**src/rtl/url_percent_decoder_macros.svh**
```systemverilog
// ----------------------------------------------------------------------------
// url_percent_decoder_macros.svh
// Assertion macros shared by the URL percent decoder modules. Each macro
// expects a clock named clk and a synchronous reset named rst in scope.
// ----------------------------------------------------------------------------
`ifndef URL_PERCENT_DECODER_MACROS_SVH
`define URL_PERCENT_DECODER_MACROS_SVH

// The consequent must hold in the same cycle as the antecedent.
`define UPD_ASSERT_NOW(label, ante, cons, msg) \
  label: assert property (@(posedge clk) disable iff (rst) (ante) |-> (cons)) \
    else $error(msg);

// The consequent must hold in the cycle after the antecedent.
`define UPD_ASSERT_NEXT(label, ante, cons, msg) \
  label: assert property (@(posedge clk) disable iff (rst) (ante) |=> (cons)) \
    else $error(msg);

`endif

```
**src/rtl/upd_pkg.sv**
```systemverilog
// ----------------------------------------------------------------------------
// upd_pkg
// Types, character codes and the hex digit helper of the URL percent decoder.
// ----------------------------------------------------------------------------
`default_nettype none

package upd_pkg;

  localparam logic [7:0] CH_PERCENT  = 8'h25;
  localparam logic [7:0] CH_PLUS     = 8'h2B;
  localparam logic [7:0] CH_QUESTION = 8'h3F;
  localparam logic [7:0] CH_SPACE    = 8'h20;
  localparam logic [7:0] CH_ZERO     = 8'h30;
  localparam logic [7:0] CH_NINE     = 8'h39;
  localparam logic [7:0] CH_UPPER_A  = 8'h41;
  localparam logic [7:0] CH_UPPER_F  = 8'h46;
  localparam logic [7:0] CH_LOWER_A  = 8'h61;
  localparam logic [7:0] CH_LOWER_F  = 8'h66;
  localparam logic [3:0] HEX_ALPHA_BASE = 4'hA;

  // Escape sequencer states.
  localparam logic [1:0] ESC_IDLE  = 2'd0;
  localparam logic [1:0] ESC_PCT   = 2'd1;
  localparam logic [1:0] ESC_DIGIT = 2'd2;

  // Register addresses (word index) and reset values.
  localparam logic REG_QUERY_MODE = 1'b0;
  localparam logic QUERY_MODE_RESET = 1'b1;

  typedef struct packed {
    logic [7:0] in_byte;
    logic       last_byte;
  } src_word_t;

  typedef struct packed {
    logic [7:0] out_byte;
    logic       byte_valid;
    logic       string_done;
    logic       decode_failed;
  } dst_word_t;

  typedef struct packed {
    logic wr;
    logic value;
  } cfg_wr_t;

  typedef struct packed {
    logic       bad;
    logic [3:0] nibble;
  } hex_t;

  // Classifies a byte as a hex digit; bad is set for anything else.
  function automatic hex_t hex_value(input logic [7:0] b);
    hex_t       h;
    logic [7:0] d;
    h.bad = 1'b0;
    h.nibble = 4'h0;
    d = 8'h00;
    if (b >= CH_ZERO && b <= CH_NINE) begin
      d = b - CH_ZERO;
      h.nibble = d[3:0];
    end else if (b >= CH_UPPER_A && b <= CH_UPPER_F) begin
      d = b - CH_UPPER_A;
      h.nibble = d[3:0] + HEX_ALPHA_BASE;
    end else if (b >= CH_LOWER_A && b <= CH_LOWER_F) begin
      d = b - CH_LOWER_A;
      h.nibble = d[3:0] + HEX_ALPHA_BASE;
    end else begin
      h.bad = 1'b1;
    end
    return h;
  endfunction

endpackage

`default_nettype wire

```
**src/rtl/upd_apb.sv**
```systemverilog
// ----------------------------------------------------------------------------
// upd_apb
// APB register port holding the query mode start setting.
// ----------------------------------------------------------------------------
`default_nettype none

module upd_apb import upd_pkg::*; (
  input  wire logic        clk,
  input  wire logic        rst,
  input  wire logic        psel,
  input  wire logic        penable,
  input  wire logic        pwrite,
  input  wire logic [2:0]  paddr,
  input  wire logic [31:0] pwdata,
  output logic [31:0]      prdata,
  output logic             pready,
  output cfg_wr_t          cfg,
  output logic             query_start
);

  logic hit;

  assign pready = 1'b1;
  assign hit    = (paddr[2] == REG_QUERY_MODE);

  assign cfg.wr    = psel && penable && pwrite && hit;
  assign cfg.value = pwdata[0];

  always_ff @(posedge clk) begin
    if (rst) begin
      query_start <= QUERY_MODE_RESET;
    end else if (cfg.wr) begin
      query_start <= cfg.value;
    end
  end

  assign prdata = hit ? {31'b0, query_start} : 32'b0;

endmodule

`default_nettype wire

```
**src/rtl/upd_core.sv**
```systemverilog
// ----------------------------------------------------------------------------
// upd_core
// Per-string decode state and the decode step that turns one raw byte
// into at most one decoded result.
// ----------------------------------------------------------------------------
`default_nettype none

module upd_core import upd_pkg::*; (
  input  wire logic      clk,
  input  wire logic      rst,
  input  wire logic      step,
  input  wire src_word_t word,
  input  wire cfg_wr_t   cfg,
  input  wire logic      query_start,
  output dst_word_t      result,
  output logic           has_result
);

  logic       query_mode, query_mode_next;
  logic [1:0] esc, esc_next;
  logic [3:0] high_nibble, high_nibble_next;
  logic       first_bad, first_bad_next;
  logic       failed, failed_next;
  logic       stopped, stopped_next;
  logic       mid_string;
  logic [7:0] ob;
  logic       ob_valid;
  hex_t       hx;
  logic [7:0] decoded;

  assign hx      = hex_value(word.in_byte);
  assign decoded = {high_nibble, hx.nibble};

  always_comb begin
    query_mode_next  = query_mode;
    esc_next         = esc;
    high_nibble_next = high_nibble;
    first_bad_next   = first_bad;
    failed_next      = failed;
    stopped_next     = stopped;
    ob               = 8'h00;
    ob_valid         = 1'b0;
    if (!stopped) begin
      if (word.in_byte == 8'h00) begin
        stopped_next = 1'b1;
        esc_next     = ESC_IDLE;
      end else begin
        unique case (esc)
          ESC_PCT: begin
            first_bad_next   = hx.bad;
            high_nibble_next = hx.nibble;
            esc_next         = ESC_DIGIT;
          end
          ESC_DIGIT: begin
            esc_next = ESC_IDLE;
            if (first_bad || hx.bad) begin
              failed_next  = 1'b1;
              stopped_next = 1'b1;
            end else if (decoded == 8'h00) begin
              stopped_next = 1'b1;
            end else begin
              ob       = decoded;
              ob_valid = 1'b1;
            end
          end
          default: begin
            if (word.in_byte == CH_PERCENT) begin
              esc_next = ESC_PCT;
            end else if (query_mode && word.in_byte == CH_PLUS) begin
              ob       = CH_SPACE;
              ob_valid = 1'b1;
            end else begin
              if (word.in_byte == CH_QUESTION) begin
                query_mode_next = 1'b1;
              end
              ob       = word.in_byte;
              ob_valid = 1'b1;
            end
          end
        endcase
      end
    end
  end

  assign has_result           = ob_valid || word.last_byte;
  assign result.out_byte      = ob;
  assign result.byte_valid    = ob_valid;
  assign result.string_done   = word.last_byte;
  assign result.decode_failed = word.last_byte && failed_next;

  always_ff @(posedge clk) begin
    if (rst) begin
      query_mode  <= QUERY_MODE_RESET;
      esc         <= ESC_IDLE;
      high_nibble <= 4'h0;
      first_bad   <= 1'b0;
      failed      <= 1'b0;
      stopped     <= 1'b0;
      mid_string  <= 1'b0;
    end else if (step) begin
      if (word.last_byte) begin
        query_mode  <= query_start;
        esc         <= ESC_IDLE;
        high_nibble <= 4'h0;
        first_bad   <= 1'b0;
        failed      <= 1'b0;
        stopped     <= 1'b0;
        mid_string  <= 1'b0;
      end else begin
        query_mode  <= query_mode_next;
        esc         <= esc_next;
        high_nibble <= high_nibble_next;
        first_bad   <= first_bad_next;
        failed      <= failed_next;
        stopped     <= stopped_next;
        mid_string  <= 1'b1;
      end
    end else if (cfg.wr && !mid_string) begin
      query_mode <= cfg.value;
    end
  end

endmodule

`default_nettype wire

```
**src/rtl/url_percent_decoder.sv**
```systemverilog
// ----------------------------------------------------------------------------
// url_percent_decoder
// Timing: an accepted word is held in the input register, decoded there, and
//   its result, if any, is loaded into the output register behind dst_word.
// Throughput: one word per cycle unless dst_stall holds back a result.
// Reset: synchronous, active high; clears all string state and loads query
//   mode at start with one.
// ----------------------------------------------------------------------------
`default_nettype none

`include "url_percent_decoder_macros.svh"

module url_percent_decoder import upd_pkg::*; (
  input  wire logic        clk,
  input  wire logic        rst,
  // Encoded byte stream.
  input  wire logic        src_valid,
  output logic             src_stall,
  input  wire src_word_t   src_word,
  // Decoded result stream.
  output logic             dst_valid,
  input  wire logic        dst_stall,
  output dst_word_t        dst_word,
  // Register port.
  input  wire logic        psel,
  input  wire logic        penable,
  input  wire logic        pwrite,
  input  wire logic [2:0]  paddr,
  input  wire logic [31:0] pwdata,
  output logic [31:0]      prdata,
  output logic             pready
);

  // The input register holds one accepted word until the decode step can
  // retire it. A word that yields no result retires straight away; one that
  // does yields only when the output register is free or is being emptied.
  // The input side therefore stalls only when both registers are occupied
  // and the result cannot move on.

  src_word_t s1_word;
  logic      s1_valid;
  logic      s1_step;
  logic      out_free;
  logic      has_result;
  dst_word_t result;
  cfg_wr_t   cfg;
  logic      query_start;
  logic      src_accept;

  upd_apb u_apb (
    .clk         (clk),
    .rst         (rst),
    .psel        (psel),
    .penable     (penable),
    .pwrite      (pwrite),
    .paddr       (paddr),
    .pwdata      (pwdata),
    .prdata      (prdata),
    .pready      (pready),
    .cfg         (cfg),
    .query_start (query_start)
  );

  upd_core u_core (
    .clk         (clk),
    .rst         (rst),
    .step        (s1_step),
    .word        (s1_word),
    .cfg         (cfg),
    .query_start (query_start),
    .result      (result),
    .has_result  (has_result)
  );

  assign out_free   = !dst_valid || !dst_stall;
  assign s1_step    = s1_valid && (!has_result || out_free);
  assign src_stall  = s1_valid && !s1_step;
  assign src_accept = src_valid && !src_stall;

  // Input register.
  always_ff @(posedge clk) begin
    if (rst) begin
      s1_valid <= 1'b0;
    end else if (src_accept) begin
      s1_valid <= 1'b1;
    end else if (s1_step) begin
      s1_valid <= 1'b0;
    end
  end

  always_ff @(posedge clk) begin
    if (src_accept) begin
      s1_word <= src_word;
    end
  end

  // Output register: loaded with each result, held while the far side stalls.
  always_ff @(posedge clk) begin
    if (rst) begin
      dst_valid <= 1'b0;
    end else if (s1_step && has_result) begin
      dst_valid <= 1'b1;
    end else if (!dst_stall) begin
      dst_valid <= 1'b0;
    end
  end

  always_ff @(posedge clk) begin
    if (s1_step && has_result) begin
      dst_word <= result;
    end
  end

  // A result must never overwrite one that is still waiting to be taken.
  `UPD_ASSERT_NOW(a_no_overwrite, s1_step && has_result, out_free, "result overwritten")
  // A decode step with a result leaves a valid word in the output register.
  `UPD_ASSERT_NEXT(a_result_lands, s1_step && has_result, dst_valid, "result lost")
  // A failure flag only ever travels on the closing word of a string.
  `UPD_ASSERT_NOW(a_fail_on_done, dst_valid && dst_word.decode_failed, dst_word.string_done, "failure flag without string end")

endmodule

`default_nettype wire
```
**config.mk**
```make
export PLATFORM = sky130hd
export DESIGN_NAME = url_percent_decoder
export DESIGN_NICKNAME = d
export VERILOG_FILES = /design/src/rtl/upd_pkg.sv /design/src/rtl/upd_apb.sv /design/src/rtl/upd_core.sv /design/src/rtl/url_percent_decoder.sv
export VERILOG_INCLUDE_DIRS = /design/src /design/src/rtl
export SDC_FILE = /design/constraint.sdc
export NUM_CORES = 1
export LEC_CHECK = 0
export BUFFER_PORTS_ARGS = -buffer_cell sky130_fd_sc_hd__buf_2
export CORE_MARGIN = 2
export CORE_UTILIZATION = 45
export CTS_BUF_LIST = sky130_fd_sc_hd__clkbuf_4
export CTS_CLUSTER_SIZE = 10
export DETAILED_ROUTE_END_ITERATION = 6
export GPL_TIMING_DRIVEN = 0
export PLACE_DENSITY = 0.76
export SLEW_MARGIN = 0
export SYNTH_ARGS = -nofsm -noshare
export SYNTH_HDL_FRONTEND = slang
export SYNTH_SLANG_ARGS = --single-unit
```
**constraint.sdc**
```tcl
create_clock -name clk -period 3.9 [get_ports clk]
set_input_delay 0.39 -clock clk [delete_from_list [all_inputs] [get_ports clk]]
set_output_delay 0.39 -clock clk [all_outputs]
set_load 0.01 [all_outputs]
```
==> flow_metrics.py <==
metrics = {
    "floorplan": {
        "die_x_um": 73.0,
        "die-height_um": 73.0,
        "rows": 25,
        "core_um2": 4660,
        "boundaryPins": 97,
        "die-area_um2": 5330,
        "initial_utilization": 0.459,
    },
    "timing": {
        "rsz0062_at_grt": "no",
        "setup_viol_count_final": 0,
        "min_period_ps": 3280,
        "fin_crit_sh": 0.840,
        "fin_skew_ps": 13.6,
        "fmax_mhz": 305,
        "hold_violations": 0,
        "drv_slew": 0,
        "fin_tns_setup_ps": 0,
        "worstMarginPinSlew_ps": 548,
        "maxSlewHeadroom": 0.635,
    },
    "yosys": {
        "synth_flop_cell": "edfxtp_1",
        "yosysUniqueCellTypes": 57,
        "async_reset_ff_frac": 0,
        "synth_edf_count": 20,
        "synth.avg_cell_area_um2": 9.91,
        "synthCells": 216,
        "yosys_warnings": 0,
        "seq_area_frac_synth": 0.411,
        "ys_seq_elements": 34,
        "synth_area_um2": 2140,
    },
    "placed_design": {
        "hpwlAfterDp_um": 3440,
        "place_inst": 330,
        "routabilityCongestion": 0.944,
        "port-buffer-count": 30,
    },
    "critical_path": {
        "reg2reg_slack_ps": 670,
        "cp_max_fo": 7,
        "crit_path_start_kind": "flop",
        "r2r_cells": 7,
        "startpoint": "s1_word[8]$_DFFE_PP_",
        "r2r-end": "dst_word[1]$_DFFE_PP_",
        "endpoint_kind": "output port",
        "criticalPathCategory": "reg -> out",
        "critPathRequiredTime_ps": 3510,
        "critPathArrivalTime_ps": 2890,
        "worstReg2RegStart": "s1_word[1]$_DFFE_PP_",
    },
    "grt": {
        "grt_max_degree": 12,
        "track_usage": 0.177,
        "grt_pass1_wl_um": 7110,
        "grt_pass1_vias": 1512,
        "overflow": 0,
        "antenna_found_initial": 0,
    },
    "pwr": {
        "p_leak_nw": 1.07,
        "peakVddDrop_v": 0.000172,
        "power_density_nw_per_um2": 284,
    },
    "finish": {
        "nNetsFinal": 340,
        "diodes": 0,
        "final_cells": 338,
        "syn_to_final_growth_pct": 17.7,
        "fin_util": 0.541,
        "drive_gt1_frac": 0.299,
    },
    "run_status": {
        "status": "finished, final reports clean",
    },
    "flow_run": {
        "drv_cap": 0,
    },
    "worst_hold_path": {
        "worstHoldStart": "src_word[5]",
        "min_path_cells": 1,
        "min_path_type": "in -> reg",
        "holdPathEnd": "s1_word[5]$_DFFE_PP_",
    },
    "cts": {
        "clkTransAtPathRegs_ps": 100,
        "cts_hold_buf": 0,
        "cts_made_buffers": 5,
        "cts_root_buf": "clkbuf_4",
        "cts_resized": 0,
        "htree_num_levels": 2,
        "clk_path_buf_depth": 2,
        "cts_tree": "built",
        "clkLatencyLatePin_ps": 350,
        "cts.sinks": 34,
        "cts_setup_buffers": 0,
    },
    "route": {
        "avgRoutedWirePerCell_um": 13.3,
        "dr.first_iter.drc_count": 184,
        "dr_total_vias": 1707,
        "antenna_left": 0,
        "remaining_drc_errors": 0,
        "wl_um": 4490,
        "dr.pass1.iters": 4,
        "viasPerCell": 5.05,
    },
}
[cells in the mapped netlist (2+ instances only)]
master,count,area (µm²)
o211ai_1,3,22.5
ha_1,6,75.1
nor3_1,3,15.0
nand3b_1,3,22.5
or3_1,2,12.5
nor2_1,16,60.1
a221oi_2,2,30.0
or4b_4,2,27.5
inv_1,9,33.8
nand2b_1,2,12.5
nor4b_1,2,17.5
mux2i_1,3,30.0
a211o_1,3,26.3
edfxtp_1,20,601
dfxtp_1,14,280
clkbuf_1,3,11.3
a22oi_1,4,30.0
nor2b_1,2,12.5
nand2_1,12,45.0
conb_1,2,7.51
nor3b_1,3,22.5
and2_1,4,25.0
or2_2,2,12.5
a22o_1,6,52.6
o21a_1,4,30.0
buf_4,32,240
o21ai_1,2,10.0
a21oi_1,12,60.1
nand4b_1,2,17.5
o21ai_0,7,35.0
nand3_1,3,15.0
[worst max-delay path, cell delays in order, from the launching register on]
cell and delay (ps):
edfxtp_1 510, or4b_4 590, or3_1 380, a221o_1 430, a21oi_2 300, o211ai_2 130, inv_1 70, buf_2 120
[cells in the final DEF (no fill, tap or decap), types with 2 or more instances in the layout]
cell type,netlist,layout
mux2i_1,3,3
nor4b_1,2,2
or4b_4,2,2
ha_1,6,6
nand2_1,12,12
nand3b_1,3,3
nor3_1,3,3
a221oi_2,2,2
inv_1,9,9
conb_1,2,32
a211o_1,3,3
dfxtp_1,14,14
nand3_1,3,3
clkinv_1,0,3
a22oi_1,4,4
or3_1,2,2
nor2_1,16,16
a22o_1,6,6
and2_1,4,4
or2_2,2,2
nand4b_1,2,2
a21oi_1,12,12
buf_2,1,31
o21a_1,4,4
nor3b_1,3,3
nand2b_1,2,2
buf_4,32,32
clkbuf_1,3,3
clkbuf_4,0,5
o211ai_1,3,3
o21ai_1,2,2
edfxtp_1,20,20
nor2b_1,2,2
o21ai_0,7,7
[power by group]
part / internal (mW) / switching (mW) / total, mW / leakage [nW]
Clock: 0.0641 / 0.118 / 0.182 / 0.0277
Combinational: 0.0560 / 0.0678 / 0.124 / 0.744
Sequential: 0.398 / 0.0125 / 0.410 / 0.303
[metrics by stage]
| stage | area, µm² | setup WS (ps) | total power [mW] | hold WS (ps) |
|---|---|---|---|---|
| final | 2520 | 623 | 0.716 | 213 |
| after global routing | 2520 | 509 | 0.754 | 201 |
| after CTS | 2520 | 639 | 0.721 | 202 |
| after detailed placement | 2470 | 645 | 0.540 | 461 |
| after global placement | 2470 | 741 | 0.539 | 451 |
| after floorplan | 2250 | 1200 | 0.509 | 424 |
[cells by family after synthesis]
kind of cell,Yosys count,synth area share
adder cells (fa/ha/maj),6,0.0351
multiplexers,3,0.0140
AO/OA/AOI/OAI,57,0.205
AND/OR/NAND/NOR,69,0.195
other,2,0.00351
buffers and inverters,45,0.136
flip-flops,34,0.411
[routing by layer]
| layer | global-route usage | wire (µm) | vias to the layer above |
|---|---|---|---|
| met4 | 0.0926 | 60 | 0 |
| li1 | - | - | 866 |
| met3 | 0.0373 | 341 | 6 |
| met1 | 0.249 | 2060 | 761 |
| met5 | 0 | 0 | - |
| met2 | 0.256 | 2030 | 74 |
[cell type report]
class                           count  area (µm²)
Multi-Input combinational cell    167        1080
Fill cell                         462        2140
Timing Repair Buffer               30         150
Tap cell                           54        67.6
Clock buffer                        5        37.5
Sequential cell                    34         881
Clock inverter                      3        11.3
Buffer                             36         256
Inverter                            9        33.8
[how the worst max path moves through the flow]
stage / to / slack (ps) / cells past startpoint
final: src_stall / 620 / 7
after global routing: dst_word[1]$_DFFE_PP_ / 510 / 7
after CTS: dst_word[1]$_DFFE_PP_ / 640 / 7
after detailed placement: dst_word[6]$_SDFFCE_PP0P_ / 650 / 7
after global placement: dst_word[1]$_DFFE_PP_ / 740 / 7
after floorplan: dst_word[0]$_DFFE_PP_ / 1200 / 7
[flip-flops by register name (all words and copies together), names as in the netlist, 2 cells and up]
register	flops
u_core.high_nibble	4
u_core.esc	2
dst_word	11
s1_word	9
Note: power is estimated with default switching activity, not from simulation.
